## src/hw/rtl/assert_macros.svh

```systemverilog
// Assertion macros used by the allocator sequencer, bpa_ctrl.
// Needs nothing but a clock, an active-low reset and two boolean expressions.
`ifndef ASSERT_MACROS_SVH
`define ASSERT_MACROS_SVH

// Same-cycle implication, disabled while reset is asserted.
`define BPA_ASSERT_IMP(lbl, clk, rstn, ante, cons) \
    lbl: assert property (@(posedge clk) disable iff (!(rstn)) (ante) |-> (cons)) \
        else $error("assertion failed");

// Next-cycle implication, disabled while reset is asserted.
`define BPA_ASSERT_NXT(lbl, clk, rstn, ante, cons) \
    lbl: assert property (@(posedge clk) disable iff (!(rstn)) (ante) |=> (cons)) \
        else $error("assertion failed");

`endif

```

## src/hw/rtl/bpa_pkg.sv

```systemverilog
// Shared types, codes and helpers for the bitmap page allocator.
// Used by every module of the block; depends on nothing.
`default_nettype none

package bpa_pkg;

    localparam int DEF_BITMAP_WORDS   = 1024;
    localparam int DEF_RESERVED_PAGES = 512;
    localparam int WORD_BITS          = 32;
    localparam int IDX_W              = 15;
    localparam int USED_W             = 16;

    typedef enum logic {
        OP_ALLOC = 1'b0,
        OP_FREE  = 1'b1
    } op_t;

    typedef enum logic {
        STAT_OK  = 1'b0,
        STAT_OOM = 1'b1
    } status_t;

    typedef enum logic [2:0] {
        ST_INIT,
        ST_IDLE,
        ST_TOP,
        ST_SUM,
        ST_WORD,
        ST_FREE
    } state_t;

    typedef struct packed {
        status_t             status;
        logic [IDX_W-1:0]    page_index;
        logic [USED_W-1:0]   used_pages;
    } res_t;

    function automatic int addr_w(input int n);
        return (n <= 1) ? 1 : $clog2(n);
    endfunction

    function automatic logic [4:0] lowest_zero(input logic [WORD_BITS-1:0] w);
        logic [4:0] pos;
        pos = '0;
        for (int i = WORD_BITS - 1; i >= 0; i--) begin
            if (!w[i]) begin
                pos = 5'(i);
            end
        end
        return pos;
    endfunction

endpackage

`default_nettype wire

```

## src/hw/rtl/bpa_ctrl.sv

```systemverilog
// Allocator sequencer: clearing pass, summary-guided first-fit search, free,
// and the used-page count. Depends on bpa_pkg and assert_macros.svh.
`default_nettype none

`include "assert_macros.svh"

module bpa_ctrl
    import bpa_pkg::*;
#(
    parameter int  BITMAP_WORDS   = DEF_BITMAP_WORDS,
    parameter int  RESERVED_PAGES = DEF_RESERVED_PAGES,
    localparam int WORD_AW        = addr_w(BITMAP_WORDS),
    localparam int SUM_WORDS      = (BITMAP_WORDS + WORD_BITS - 1) / WORD_BITS,
    localparam int SUM_AW         = addr_w(SUM_WORDS)
) (
    input  wire logic                 aclk,
    input  wire logic                 aresetn,
    input  wire logic                 s_valid,
    input  wire logic                 s_op,
    input  wire logic [IDX_W-1:0]     s_page_index,
    output logic                      s_ready,
    input  wire logic                 buf_free,
    output logic                      res_valid,
    output res_t                      res,
    output logic                      bm_en,
    output logic                      bm_we,
    output logic      [WORD_AW-1:0]   bm_addr,
    output logic      [WORD_BITS-1:0] bm_wdata,
    input  wire logic [WORD_BITS-1:0] bm_rdata,
    output logic                      sm_en,
    output logic                      sm_we,
    output logic      [SUM_AW-1:0]    sm_addr,
    output logic      [WORD_BITS-1:0] sm_wdata,
    input  wire logic [WORD_BITS-1:0] sm_rdata
);

    localparam int TOP_CHUNKS  = (SUM_WORDS + WORD_BITS - 1) / WORD_BITS;
    localparam int CH_AW       = addr_w(TOP_CHUNKS);
    localparam int TOTAL_PAGES = BITMAP_WORDS * WORD_BITS;
    localparam int RC          = (RESERVED_PAGES > TOTAL_PAGES) ? TOTAL_PAGES : RESERVED_PAGES;
    localparam int R_WORD      = RC / WORD_BITS;
    localparam int R_LOW       = RC % WORD_BITS;
    localparam logic [WORD_BITS-1:0] LOW_MASK = WORD_BITS'((64'd1 << R_LOW) - 64'd1);
    localparam int CNT_W       = $clog2(TOTAL_PAGES + 1);

    function automatic logic [WORD_BITS-1:0] init_word(input logic [WORD_AW-1:0] i);
        logic [WORD_BITS-1:0] v;
        if (32'(i) < 32'(R_WORD)) begin
            v = '1;
        end else if (32'(i) == 32'(R_WORD)) begin
            v = LOW_MASK;
        end else begin
            v = '0;
        end
        return v;
    endfunction

    function automatic logic [WORD_BITS-1:0] init_sum(input logic [SUM_AW-1:0] s);
        logic [WORD_BITS-1:0] v;
        logic [31:0]          j;
        v = '0;
        for (int b = 0; b < WORD_BITS; b++) begin
            j    = (32'(s) << 5) | 32'(b);
            v[b] = (j < 32'(R_WORD)) || (j >= 32'(BITMAP_WORDS));
        end
        return v;
    endfunction

    function automatic logic [TOP_CHUNKS-1:0][WORD_BITS-1:0] init_top();
        logic [TOP_CHUNKS-1:0][WORD_BITS-1:0] v;
        int t;
        int hi;
        v = '0;
        for (int c = 0; c < TOP_CHUNKS; c++) begin
            for (int b = 0; b < WORD_BITS; b++) begin
                t  = c * WORD_BITS + b;
                hi = (t * WORD_BITS + WORD_BITS < BITMAP_WORDS) ?
                     t * WORD_BITS + WORD_BITS : BITMAP_WORDS;
                v[c][b] = (t >= SUM_WORDS) || (hi <= R_WORD);
            end
        end
        return v;
    endfunction

    state_t                               state_reg, state_next;
    logic [WORD_AW-1:0]                   init_idx_reg;
    logic [CH_AW-1:0]                     chunk_reg;
    logic [CNT_W-1:0]                     count_reg, count_next;
    logic [TOP_CHUNKS-1:0][WORD_BITS-1:0] top_vec_reg;
    logic [SUM_AW-1:0]                    sum_addr_reg;
    logic [WORD_AW-1:0]                   word_addr_reg;
    logic [4:0]                           sum_pos_reg;
    logic [4:0]                           fr_bit_reg;
    logic                                 fr_in_range_reg;

    logic                 accept;
    logic [31:0]          p32;
    logic [31:0]          top_s32;
    logic [31:0]          sum_w32;
    logic [31:0]          res_i32;
    logic [31:0]          sa32;
    logic [31:0]          init32;
    logic [31:0]          cnt32;
    logic [WORD_BITS-1:0] chunk_word;
    logic                 chunk_has_zero;
    logic                 chunk_last;
    logic [4:0]           top_pos;
    logic [4:0]           sum_pos;
    logic [4:0]           bm_pos;
    logic [WORD_BITS-1:0] alloc_word;
    logic [WORD_BITS-1:0] alloc_sum;
    logic [WORD_BITS-1:0] fr_mask;
    logic                 fr_hit;
    logic [CH_AW-1:0]     sa_chunk;
    logic [4:0]           sa_bit;
    logic                 top_set;
    logic                 top_clr;
    logic                 init_last;
    logic                 init_sum_ok;
    logic [SUM_AW-1:0]    init_saddr;

    assign accept         = (state_reg == ST_IDLE) && s_valid && buf_free;
    assign p32            = 32'(s_page_index);
    assign chunk_word     = top_vec_reg[chunk_reg];
    assign chunk_has_zero = (chunk_word != '1);
    assign chunk_last     = (chunk_reg == CH_AW'(TOP_CHUNKS - 1));
    assign top_pos        = lowest_zero(chunk_word);
    assign sum_pos        = lowest_zero(sm_rdata);
    assign bm_pos         = lowest_zero(bm_rdata);
    assign top_s32        = (32'(chunk_reg) << 5) | 32'(top_pos);
    assign sum_w32        = (32'(sum_addr_reg) << 5) | 32'(sum_pos);
    assign res_i32        = (32'(word_addr_reg) << 5) | 32'(bm_pos);
    assign sa32           = 32'(sum_addr_reg);
    assign sa_chunk       = sa32[5 +: CH_AW];
    assign sa_bit         = sa32[4:0];
    assign alloc_word     = bm_rdata | (WORD_BITS'(1) << bm_pos);
    assign alloc_sum      = sm_rdata | (WORD_BITS'(&alloc_word) << sum_pos_reg);
    assign fr_mask        = WORD_BITS'(1) << fr_bit_reg;
    assign fr_hit         = |(bm_rdata & fr_mask);
    assign init32         = 32'(init_idx_reg);
    assign init_last      = (init_idx_reg == WORD_AW'(BITMAP_WORDS - 1));
    assign init_sum_ok    = (init32 < 32'(SUM_WORDS));
    assign init_saddr     = init32[SUM_AW-1:0];
    assign cnt32          = 32'(count_next);

    always_comb begin
        state_next = state_reg;
        unique case (state_reg)
            ST_INIT: begin
                if (init_last) begin
                    state_next = ST_IDLE;
                end
            end
            ST_IDLE: begin
                if (accept) begin
                    state_next = (op_t'(s_op) == OP_FREE) ? ST_FREE : ST_TOP;
                end
            end
            ST_TOP: begin
                if (chunk_has_zero) begin
                    state_next = ST_SUM;
                end else if (chunk_last) begin
                    state_next = ST_IDLE;
                end
            end
            ST_SUM:  state_next = ST_WORD;
            ST_WORD: state_next = ST_IDLE;
            ST_FREE: state_next = ST_IDLE;
            default: state_next = ST_INIT;
        endcase
    end

    always_comb begin
        s_ready        = 1'b0;
        bm_en          = 1'b0;
        bm_we          = 1'b0;
        bm_addr        = word_addr_reg;
        bm_wdata       = '0;
        sm_en          = 1'b0;
        sm_we          = 1'b0;
        sm_addr        = sum_addr_reg;
        sm_wdata       = '0;
        res_valid      = 1'b0;
        res.status     = STAT_OK;
        res.page_index = '0;
        count_next     = count_reg;
        top_set        = 1'b0;
        top_clr        = 1'b0;
        unique case (state_reg)
            ST_INIT: begin
                bm_en    = 1'b1;
                bm_we    = 1'b1;
                bm_addr  = init_idx_reg;
                bm_wdata = init_word(init_idx_reg);
                sm_en    = init_sum_ok;
                sm_we    = init_sum_ok;
                sm_addr  = init_saddr;
                sm_wdata = init_sum(init_saddr);
            end
            ST_IDLE: begin
                s_ready = buf_free;
                if (accept && (op_t'(s_op) == OP_FREE)) begin
                    bm_en   = 1'b1;
                    bm_addr = p32[5 +: WORD_AW];
                    sm_en   = 1'b1;
                    sm_addr = p32[10 +: SUM_AW];
                end
            end
            ST_TOP: begin
                if (chunk_has_zero) begin
                    sm_en   = 1'b1;
                    sm_addr = top_s32[SUM_AW-1:0];
                end else if (chunk_last) begin
                    res_valid  = 1'b1;
                    res.status = STAT_OOM;
                end
            end
            ST_SUM: begin
                bm_en   = 1'b1;
                bm_addr = sum_w32[WORD_AW-1:0];
            end
            ST_WORD: begin
                bm_en          = 1'b1;
                bm_we          = 1'b1;
                bm_wdata       = alloc_word;
                sm_en          = 1'b1;
                sm_we          = 1'b1;
                sm_wdata       = alloc_sum;
                top_set        = &alloc_sum;
                count_next     = count_reg + CNT_W'(1);
                res_valid      = 1'b1;
                res.page_index = res_i32[IDX_W-1:0];
            end
            ST_FREE: begin
                res_valid = 1'b1;
                if (fr_in_range_reg) begin
                    bm_en    = 1'b1;
                    bm_we    = 1'b1;
                    bm_wdata = bm_rdata & ~fr_mask;
                    sm_en    = 1'b1;
                    sm_we    = 1'b1;
                    sm_wdata = sm_rdata & ~(WORD_BITS'(1) << sum_pos_reg);
                    top_clr  = 1'b1;
                    if (fr_hit) begin
                        count_next = count_reg - CNT_W'(1);
                    end
                end
            end
            default: ;
        endcase
        res.used_pages = (cnt32 > 32'hFFFF) ? USED_W'(16'hFFFF) : cnt32[USED_W-1:0];
    end

    always_ff @(posedge aclk) begin
        if (!aresetn) begin
            state_reg    <= ST_INIT;
            init_idx_reg <= '0;
            chunk_reg    <= '0;
            count_reg    <= CNT_W'(RC);
            top_vec_reg  <= init_top();
        end else begin
            state_reg <= state_next;
            count_reg <= count_next;
            if (state_reg == ST_INIT) begin
                init_idx_reg <= init_idx_reg + WORD_AW'(1);
            end
            if (accept) begin
                chunk_reg <= '0;
            end else if ((state_reg == ST_TOP) && !chunk_has_zero && !chunk_last) begin
                chunk_reg <= chunk_reg + CH_AW'(1);
            end
            if (top_set) begin
                top_vec_reg[sa_chunk][sa_bit] <= 1'b1;
            end else if (top_clr) begin
                top_vec_reg[sa_chunk][sa_bit] <= 1'b0;
            end
        end
    end

    always_ff @(posedge aclk) begin
        if (accept) begin
            word_addr_reg   <= p32[5 +: WORD_AW];
            sum_addr_reg    <= p32[10 +: SUM_AW];
            sum_pos_reg     <= p32[9:5];
            fr_bit_reg      <= p32[4:0];
            fr_in_range_reg <= (p32 < 32'(TOTAL_PAGES));
        end else if ((state_reg == ST_TOP) && chunk_has_zero) begin
            sum_addr_reg <= top_s32[SUM_AW-1:0];
        end else if (state_reg == ST_SUM) begin
            word_addr_reg <= sum_w32[WORD_AW-1:0];
            sum_pos_reg   <= sum_pos;
        end
    end

    `BPA_ASSERT_IMP(a_count_bound, aclk, aresetn, 1'b1, 32'(count_reg) <= 32'(TOTAL_PAGES))
    `BPA_ASSERT_IMP(a_sum_has_free, aclk, aresetn, state_reg == ST_SUM, sm_rdata != '1)
    `BPA_ASSERT_IMP(a_word_has_free, aclk, aresetn, state_reg == ST_WORD, bm_rdata != '1)
    `BPA_ASSERT_NXT(a_alloc_count, aclk, aresetn, state_reg == ST_WORD, 32'(count_reg) == 32'($past(count_reg)) + 32'd1)
    `BPA_ASSERT_IMP(a_init_quiet, aclk, aresetn, state_reg == ST_INIT, !res_valid && !s_ready)

endmodule

`default_nettype wire

```

## config.mk

```make
export PLATFORM = sky130hd
export DESIGN_NAME = bpa_ctrl
export DESIGN_NICKNAME = d
export VERILOG_FILES = /design/src/hw/rtl/bpa_pkg.sv /design/src/hw/rtl/bpa_ctrl.sv
export VERILOG_INCLUDE_DIRS = /design/src /design/src/hw/rtl
export SDC_FILE = /design/constraint.sdc
export NUM_CORES = 1
export LEC_CHECK = 0
export ABC_AREA = 1
export BUFFER_PORTS_ARGS = -buffer_cell sky130_fd_sc_hd__buf_2
export CAP_MARGIN = 20
export CORE_ASPECT_RATIO = 0.5
export CORE_MARGIN = 1
export CORE_UTILIZATION = 38
export CTS_CLUSTER_DIAMETER = 150
export DETAILED_ROUTE_END_ITERATION = 10
export SLEW_MARGIN = 0
export SYNTH_ARGS = -nofsm -noshare
export SYNTH_HDL_FRONTEND = slang
export SYNTH_SLANG_ARGS = --single-unit
```

## constraint.sdc

```tcl
create_clock -name aclk -period 5.35 [get_ports aclk]
set_clock_uncertainty 0.2 [all_clocks]
set_input_delay 1.07 -clock aclk [delete_from_list [all_inputs] [get_ports aclk]]
set_output_delay 1.07 -clock aclk [all_outputs]
set_load 0.01 [all_outputs]
```

# Word level (Yosys, flattened, before mapping)
# Index checks and enable logic that the tools add are counted.
[classes] n_addsub=4 n_lt_le_gt_ge=71 eq_ne=11 shifts=4 mux=144 n_bitwise=14 reduce_logical=53
[op_table] op="5-bit two-way mux" count=103
[op_table] op="10-bit by 11-bit greater-or-equal comparator with 1-bit output (second input constant)" count=32
[op_table] op="10-bit by 5-bit < comparator with 1-bit output (second input constant)" count=33
[op_table] op="32-bit two-way mux" count=6
[op_table] op="32-bit case mux with 3 select lines" count=2
[op_table] op="32-bit AND" count=4
[op_table] op="32-bit inverter" count=3
[op_table] op="32-bit bitwise OR" count=3
[op_table] op="1-bit by 5-bit left shift with 32-bit output (first input constant)" count=3
[op_table] op="32-bit AND reduction" count=2
[op_table] op="16-bit two-way mux" count=3
[op_table] op="10-bit two-way mux" count=4
[op_table] op="1-bit logical OR" count=32
[op_table] op="32-bit != test (second input constant)" count=1
[op_table] op="16-bit case mux with 2 select lines" count=1
[op_table] op="32-bit OR reduction" count=1
[op_table] op="1-bit by 5-bit left shift with 32-bit output" count=1
[op_table] op="10-bit case mux with 3 select lines" count=1
[op_table] op="16-bit by 1-bit adder with 16-bit output (second input constant)" count=1
[op_table] op="16-bit greater-than comparator (second input constant)" count=1
[op_table] op="15-bit by 16-bit < comparator with 1-bit output (second input constant)" count=1
[op_table] op="16-bit by 1-bit subtractor with 16-bit output (second input constant)" count=1
[op_table] op="15-bit two-way mux" count=1
[op_table] op="3-bit two-way mux" count=5
[op_table] op="other kinds (31)" count=56
[word_totals] reg_bits=88 input_bits=84 output_inout_bits=117 elab_cells=311

# Logic depth before layout (Yosys ltp)
# Gate-level depths: netlist (run 1).
[depth] word_depth=40 mapped_depth=52 mapped_depth_nobuf=50

# Least setup slack after synthesis (run 1)
# Ideal clock, no wire load.
[synth_path] path_kind="input-to-output" start="in bm_rdata[31]" end="out sm_wdata[16]" arrival_time_ns=3.813 required_time_ns=4.080 setup_slack_ns=0.267 path_stages=44 n_path_buf=1 path_cell_list="inv_2 nand2_1 nand2_1 nand2_1 nand2_1 nand2_1 nand2_1 nand2_1 nand2_1 nand2_1 nand2_1 nand2_1 nand2_1 nand2_1 nand2_1 nand2_1 nand2_1 nand2_1 [... 8 more ...] nand2_1 nand2_1 nand2_1 nand2_2 nand2_2 nand3_2 nor2_2 nand3_1 nand2_1 nand2_1 nor2_1 nand2_1 nor2_2 buf_6 nand3_1 nor2_1 nor2_1 o21ai_0"
[synth_via] elab_chain_cells=38
[synth_rtl] element="start, declared" line_no="bpa_ctrl.sv:29" text="input wire logic [WORD_BITS-1:0] bm_rdata,"
[synth_rtl] element="5-bit two-way mux (32 in a row)" line_no="bpa_pkg.sv:46" text="if (!w[i]) begin"
[synth_rtl] element="1-bit by 5-bit left shift with 32-bit output" line_no="bpa_ctrl.sv:136" text="assign alloc_word = bm_rdata | (WORD_BITS'(1) << bm_pos);"
[synth_rtl] element="32-bit bitwise OR (*)" line_no="bpa_ctrl.sv:136"
[synth_rtl] element="32-bit AND reduction (*)" line_no="bpa_ctrl.sv:137" text="assign alloc_sum = sm_rdata | (WORD_BITS'(&alloc_word) << sum_pos_reg);"
[synth_rtl] element="1-bit by 5-bit left shift with 32-bit output (*)" line_no="bpa_ctrl.sv:137"
[synth_rtl] element="32-bit bitwise OR (*)" line_no="bpa_ctrl.sv:137"
[synth_rtl] element="32-bit case mux with 3 select lines (*)" line_no="bpa_ctrl.sv:189" text="unique case (state_reg)"
[synth_rtl] element="end, declared" line_no="bpa_ctrl.sv:33" text="output logic [WORD_BITS-1:0] sm_wdata,"
# Every way passes the cells marked *; elsewhere a longest branch is shown, timed or not.

# Worst setup path in the final report (run 1)
[layout_path] start="in bm_rdata[31]" end="out sm_wdata[28]"
# The elaborated chain is that of the path after synthesis.

==> flow_summary_export.csv, run 1 <==
group,metric,value,unit
outcome,status,"finished, violations left",
outcome,violations,"negative setup slack",
critical_path,rr_worst_depth,16,
synth,synth_cell_types,49,
clock_tree,clockBufferDepth,2,
route,route.detailed.drc,0,
synth,synth_seq_cells,82,
critical_path,crit_top_cell,"nand3_1",
cells_and_area,fin_util,57.0,%
global_routing,grt_pass1_wl,64.8,mm
synth,synth.net_count,1661,
route,vias_per_cell,5.65,
critical_path,cp_max_fo,7,
synth,async_flop_share,0,%
die,fp.dieW,216,µm
cells_and_area,syn_to_final_growth,44.6,%
timing,relSlewSlack,40.2,%
route,wl_per_cell,18.7,µm
timing,tightest_slew,0.889,ns
timing,finalSetupViolCount,65,
critical_path,worstSetupStartpointType,"primary input",
hold_path,hp-class,"reg2reg",
clock_tree,cts_max_level,3,
clock_tree,clock_latency,0.37,ns
route,totalWireLength,41.9,mm
synth,ys.flop_type,"dfxtp_1",
die,die_h,109,µm
critical_path,crit_required,4.08,ns
placement,gp_congestion,1.04,
placement,portBuffers,200,
global_routing,grt_max_degree,72,
timing,grt_setup_unrepaired,"true",
pwr,ir_worst_vdd,160,µV
synth,syn_avg_cell_area,5.52,µm²
critical_path,cp_data_arrival_time,4.58,ns
timing,slew_viol_final,0,
die,dieArea,23500,µm²
timing,setup-tns-final,-23.23,ns
cells_and_area,drive_gt1_share,28.8,%
route,num_vias,12700,
synth,synth_top_cell_by_area,"nand2_1",
clock_tree,numCtsBuffers,9,
synth,synth_warnings,0,
clock_tree,holdBufCountCts,0,
route,initialDrtViolationCount,1578,
critical_path,max_stage_delay,0.19,ns
global_routing,grt_usage,35.3,%
synth,ys_top_cells_by_area,"nand2_1 (18%), dfxtp_1 (14%), nand3_1 (11%)",
die,num_rows,38,
die,core_area,22000,µm²
clock_tree,clk_pin_slew_worst_paths,0.08,ns
timing,hold_viol,0,
cells_and_area,finalNonFillerCells,2240,
cells_and_area,nNetsFinal,2020,
synth,syn_inst,1574,
route,drt_pre_antenna_iters,6,
clock_tree,cts_tree,"yes",
critical_path,r2r_start,"fr_bit_reg[4]",
clock_tree,cts_num_sinks,82,
synth,netlist.area_leader.share,17.6,%
timing,min_period,5.85,ns
critical_path,r2r_slack,1.71,ns
synth,ys_seq_area_share,21.2,%
timing,fmax,171,MHz
critical_path,reg2reg_to,"count_reg[15]",
job,max-cap-violations,0,
global_routing,grt-ovfl-total,0,
critical_path,crit_path_end_kind,"primary output",
global_routing,antenna_found_initial,2,
placement,dpl.cell_count,2143,
die,ios,201,
die,initial_core_util,39.4,%
pwr,leakagePower,5.55,nW
synth,synth_edf_count,20,
timing,period_share,109,%
clock_tree,root_buffer,"clkbuf_16",
synth,synth_area,8680,µm²
placement,dp_hpwl,31.0,mm
global_routing,grt_pass1_vias,11800,
route,drt.antenna.violating_nets,0,
hold_path,hold_path_depth,2,
timing,setup_ws,-0.498,ns
pwr,power_density,175,nW/µm²
critical_path,crit_slowest_cell,"nor2_4",
critical_path,worstSetupPathType,"in2out",
worst max-delay path: cells and delay by family:
kind | cells | cell delay (ns)
buffers and inverters | 6 | 0.82
AND/OR/NAND/NOR | 23 | 2.22
AO/OA/AOI/OAI | 3 | 0.46
worst max path at each step:
stage	start	endpoint	slack (ns)	depth (start not counted)
3_5_place_dp	bm_rdata[31]	sm_wdata[15]	-0.55	47
6_report	bm_rdata[31]	sm_wdata[28]	-0.50	32
3_3_place_gp	bm_rdata[31]	sm_wdata[14]	-0.63	46
5_1_grt	bm_rdata[31]	sm_wdata[28]	-0.87	48
4_1_cts	bm_rdata[31]	sm_wdata[15]	-0.44	46
2_1_floorplan	bm_rdata[31]	sm_wdata[16]	0.27	44
final cells by class:
class,count,area (µm²)
well taps,300,375
diodes,2,5.00
fillers,2314,9460
multi-input cells,1229,6250
clock buffers,9,225
repair buffers,414,3040
inverters,197,742
flip-flops and latches,82,1840
clock inverters,7,76.3
layer usage:
metal  vias up  GRT usage (%)  share of wire, %  wire, µm
li1       5988              -                 -         -
met1      5887           46.4                42     17800
met2       688           59.3                46     19200
met3       100           5.66               8.6      3610
met4         2           11.7               3.1      1290
met5         -              0             0.031        13
power breakdown:
part	internal (W)	leakage (nW)	switching [W]
clock network	0.000334	0.150	0.000325
registers	0.000646	0.680	0.0000130
logic	0.000347	4.72	0.000527
layout by cell type (no fill, tap or decap), types with 19 or more instances in the layout:
cell type and count:
nor3_1 38, nand3_1 168, nand3_2 24, inv_1 188, buf_6 28, nor2_1 195, o21ai_0 103, o21ai_1 21
nand4_1 51, edfxtp_1 20, nand2_2 19, o211ai_1 20, nor2_2 22, nand2_1 387, dfxtp_1 62, a21oi_1 58
buf_2 189, buf_4 177
cell usage after synthesis (6+ instances only):
cell type  instances
a21oi_2           10
buf_1              8
edfxtp_1          20
nor3_1            38
nand3_1          194
nor4_1             8
nand2_1          406
nand4_1           51
a21oi_1           66
nor2_2            21
o21bai_1           6
o211ai_1          20
o2111ai_1          6
nor2_1           206
o22ai_1           12
clkbuf_1          47
o21ai_1            8
buf_2              6
a31oi_1           10
o21ai_0          123
dfxtp_1           62
inv_1            188
kinds of logic after synthesis:
| group | share of synthesized area (%) |
|---|---|
| AOI/OAI and AO/OA | 19.4 |
| adders and majority gates | 0.432 |
| buffers and inverters | 12.0 |
| and+or+nand+nor | 46.9 |
| DFF | 21.2 |
per-stage QoR:
step / total power [W] / hold WS [ns] / cell area, µm² / setup slack (ns)
floorplan: 0.00103 / 0.252 / 8680 / 0.267
global placement: 0.00143 / 0.263 / 10800 / -0.635
detailed placement: 0.00143 / 0.277 / 10800 / -0.550
CTS: 0.00217 / 0.288 / 12200 / -0.437
global route: 0.00228 / 0.314 / 12600 / -0.874
finish: 0.00219 / 0.290 / 12600 / -0.498
what timing repair did:
action,in CTS,in global routing
setup buffers,74,19
cloned,9,1
pin swaps,59,40
resized for setup,116,46
endpoints found under the setup margin,66,78
(Power assumes the default switching activity.)
==> inputs of run 2 (changes only) <==
==> constraint.sdc (replaced) <==
create_clock -name aclk -period 5.3 [get_ports aclk]
set_clock_uncertainty 0.2 [all_clocks]
set_input_delay 1.06 -clock aclk [delete_from_list [all_inputs] [get_ports aclk]]
set_output_delay 1.06 -clock aclk [all_outputs]
set_load 0.01 [all_outputs]
==> run 2 against run 1 <==
Effect of this change: the flow still finishes with violations (negative setup slack); critical path depth grew 16; register-to-register slack got worse by 0.11 ns; core utilization fell by 0.84 points; first-iteration DRC count is 17% lower; count of clock-buffer cells in the layout unchanged; sequential share of layout area increased by 0.22 points; via count is 1.4% lower; total power is 1.8% higher; combinational power barely moved; critical endpoint is now sm_wdata[31]; largest cell class unchanged.
==> flow_summary_export.csv, run 2 (synthesis results as in run 1) <==
group,metric,value,unit
outcome,status,"finished, violations left",
outcome,violations,"negative setup slack",
pwr,ir_worst_vdd,222,µV
cells_and_area,nNetsFinal,2019,
critical_path,r2r_slack,1.60,ns
cells_and_area,final_cell_mix,"nand2_1 (387), nor2_1 (200), buf_2 (190), inv_1 (188), buf_4 (184)",
clock_tree,cts_tree,"yes",
critical_path,crit_slowest_cell,"nor2_4",
critical_path,max_stage_delay,0.19,ns
route,totalWireLength,40.6,mm
die,core_area,22000,µm²
route,vias_per_cell,5.58,
route,route.detailed.drc,0,
clock_tree,clockBufferDepth,2,
timing,period_share,112,%
die,fp.dieW,216,µm
critical_path,cp_max_fo,8,
route,drt_pre_antenna_iters,5,
route,drt.antenna.violating_nets,0,
placement,gp_congestion,1.00,
global_routing,grt_max_degree,87,
critical_path,worstSetupStartpointType,"primary input",
clock_tree,root_buffer,"clkbuf_16",
clock_tree,holdBufCountCts,0,
critical_path,crit_top_cell,"nand2_1",
die,die_h,109,µm
timing,finalSetupViolCount,64,
global_routing,grt_pass1_vias,11400,
job,max-cap-violations,0,
global_routing,antenna_found_initial,1,
timing,tightest_slew,1.02,ns
clock_tree,cts_max_level,3,
die,num_rows,38,
timing,fmax,168,MHz
timing,grt_setup_unrepaired,"true",
pwr,power_density,180,nW/µm²
route,num_vias,12500,
cells_and_area,mostFrequentLayoutCell,"nand2_1",
clock_tree,cts_num_sinks,82,
die,dieArea,23500,µm²
clock_tree,clk_pin_slew_worst_paths,0.08,ns
placement,dp_slack,-0.682,ns
placement,portBuffers,200,
timing,timing.hold.ws,0.282,ns
cells_and_area,finalNonFillerCells,2238,
timing,hold_viol,0,
cells_and_area,syn_to_final_growth,42.4,%
critical_path,crit_required,4.04,ns
cells_and_area,drive_gt1_share,28.3,%
die,ios,201,
global_routing,grt-ovfl-total,0,
route,initialDrtViolationCount,1307,
critical_path,worstSetupPathType,"in2out",
clock_tree,clock_latency,0.37,ns
clock_tree,numCtsBuffers,9,
timing,setup-tns-final,-32.40,ns
route,wl_per_cell,18.2,µm
timing,min_period,5.95,ns
die,initial_core_util,39.4,%
timing,setup_ws,-0.652,ns
global_routing,grt_pass1_wl,61.9,mm
timing,relSlewSlack,32.2,%
critical_path,crit_path_end_kind,"primary output",
global_routing,grt_usage,33.6,%
placement,dpl.cell_count,2158,
timing,slew_viol_final,0,
hold_path,hp-class,"reg2reg",
placement,dp_hpwl,30.5,mm
pwr,leakagePower,5.52,nW
critical_path,cp_data_arrival_time,4.69,ns
## run 2: cell count changes in the layout (fill, tap and decap cells not counted), moves of 3 or more
cell	delta
buf_4	+7
nor2_2	-5
a21oi_1	+4
buf_6	-3
o21ai_2	+3
nor2_1	+5
o21ai_0	-3
nand3_4	-3
nand3_1	+3
buf_16	-4
## run 2: layer usage
metal / part of all wire, % / vias up / GRT usage [%]
met5: 0 / - / 0
met4: 3.1 / 0 / 12.6
met3: 7.9 / 96 / 4.77
met2: 46 / 610 / 56.9
met1: 43 / 5791 / 43.6
li1: - / 5990 / -
## run 2: critical path: cells and delay by family
| kind | cells | cell delay (ns) |
|---|---|---|
| AO/OA/AOI/OAI | 2 | 0.30 |
| buffers and inverters | 6 | 0.72 |
| AND/OR/NAND/NOR | 40 | 2.57 |
## run 2: metrics by stage
step	total power (W)	cell area, µm²	util (%)
after global routing	0.00231	12400	56.2
after floorplan	0.00104	8680	-
after detailed placement	0.00145	11000	49.9
after global placement	0.00144	11000	49.9
after CTS	0.00221	12000	54.4
final	0.00223	12400	56.2
## run 2: path summary, 6_finish.rpt
| path | startpoint | end | cells after the start |
|---|---|---|---|
| setup / recovery | bm_rdata[31] | sm_wdata[31] | 48 |
| hold / removal | register | register | 2 |
| hold reg to reg | register | register | 2 |
| setup reg to reg | word_addr_reg[4] | register | 18 |
## run 2: power breakdown
| group | switching, W | internal [W] |
|---|---|---|
| Sequential | 0.0000133 | 0.000653 |
| Clock | 0.000315 | 0.000374 |
| Combinational | 0.000528 | 0.000350 |
| Total | 0.000856 | 0.00138 |
## run 2: timing repair
action	CTS	global route
cloned	5	3
setup endpoints to repair	65	97
pin swaps	52	60
resized for setup	81	65
endpoints found under the hold margin	0	0
setup buffers	57	17
## run 2: final cells by class
cell class	count	area, µm²
clock buffers	9	225
clock inverters	7	83.8
inverters	197	743
diodes	1	2.50
well taps	300	375
fillers	2253	9640
repair buffers	412	2890
multi-input cells	1230	6210
flip-flops and latches	82	1840
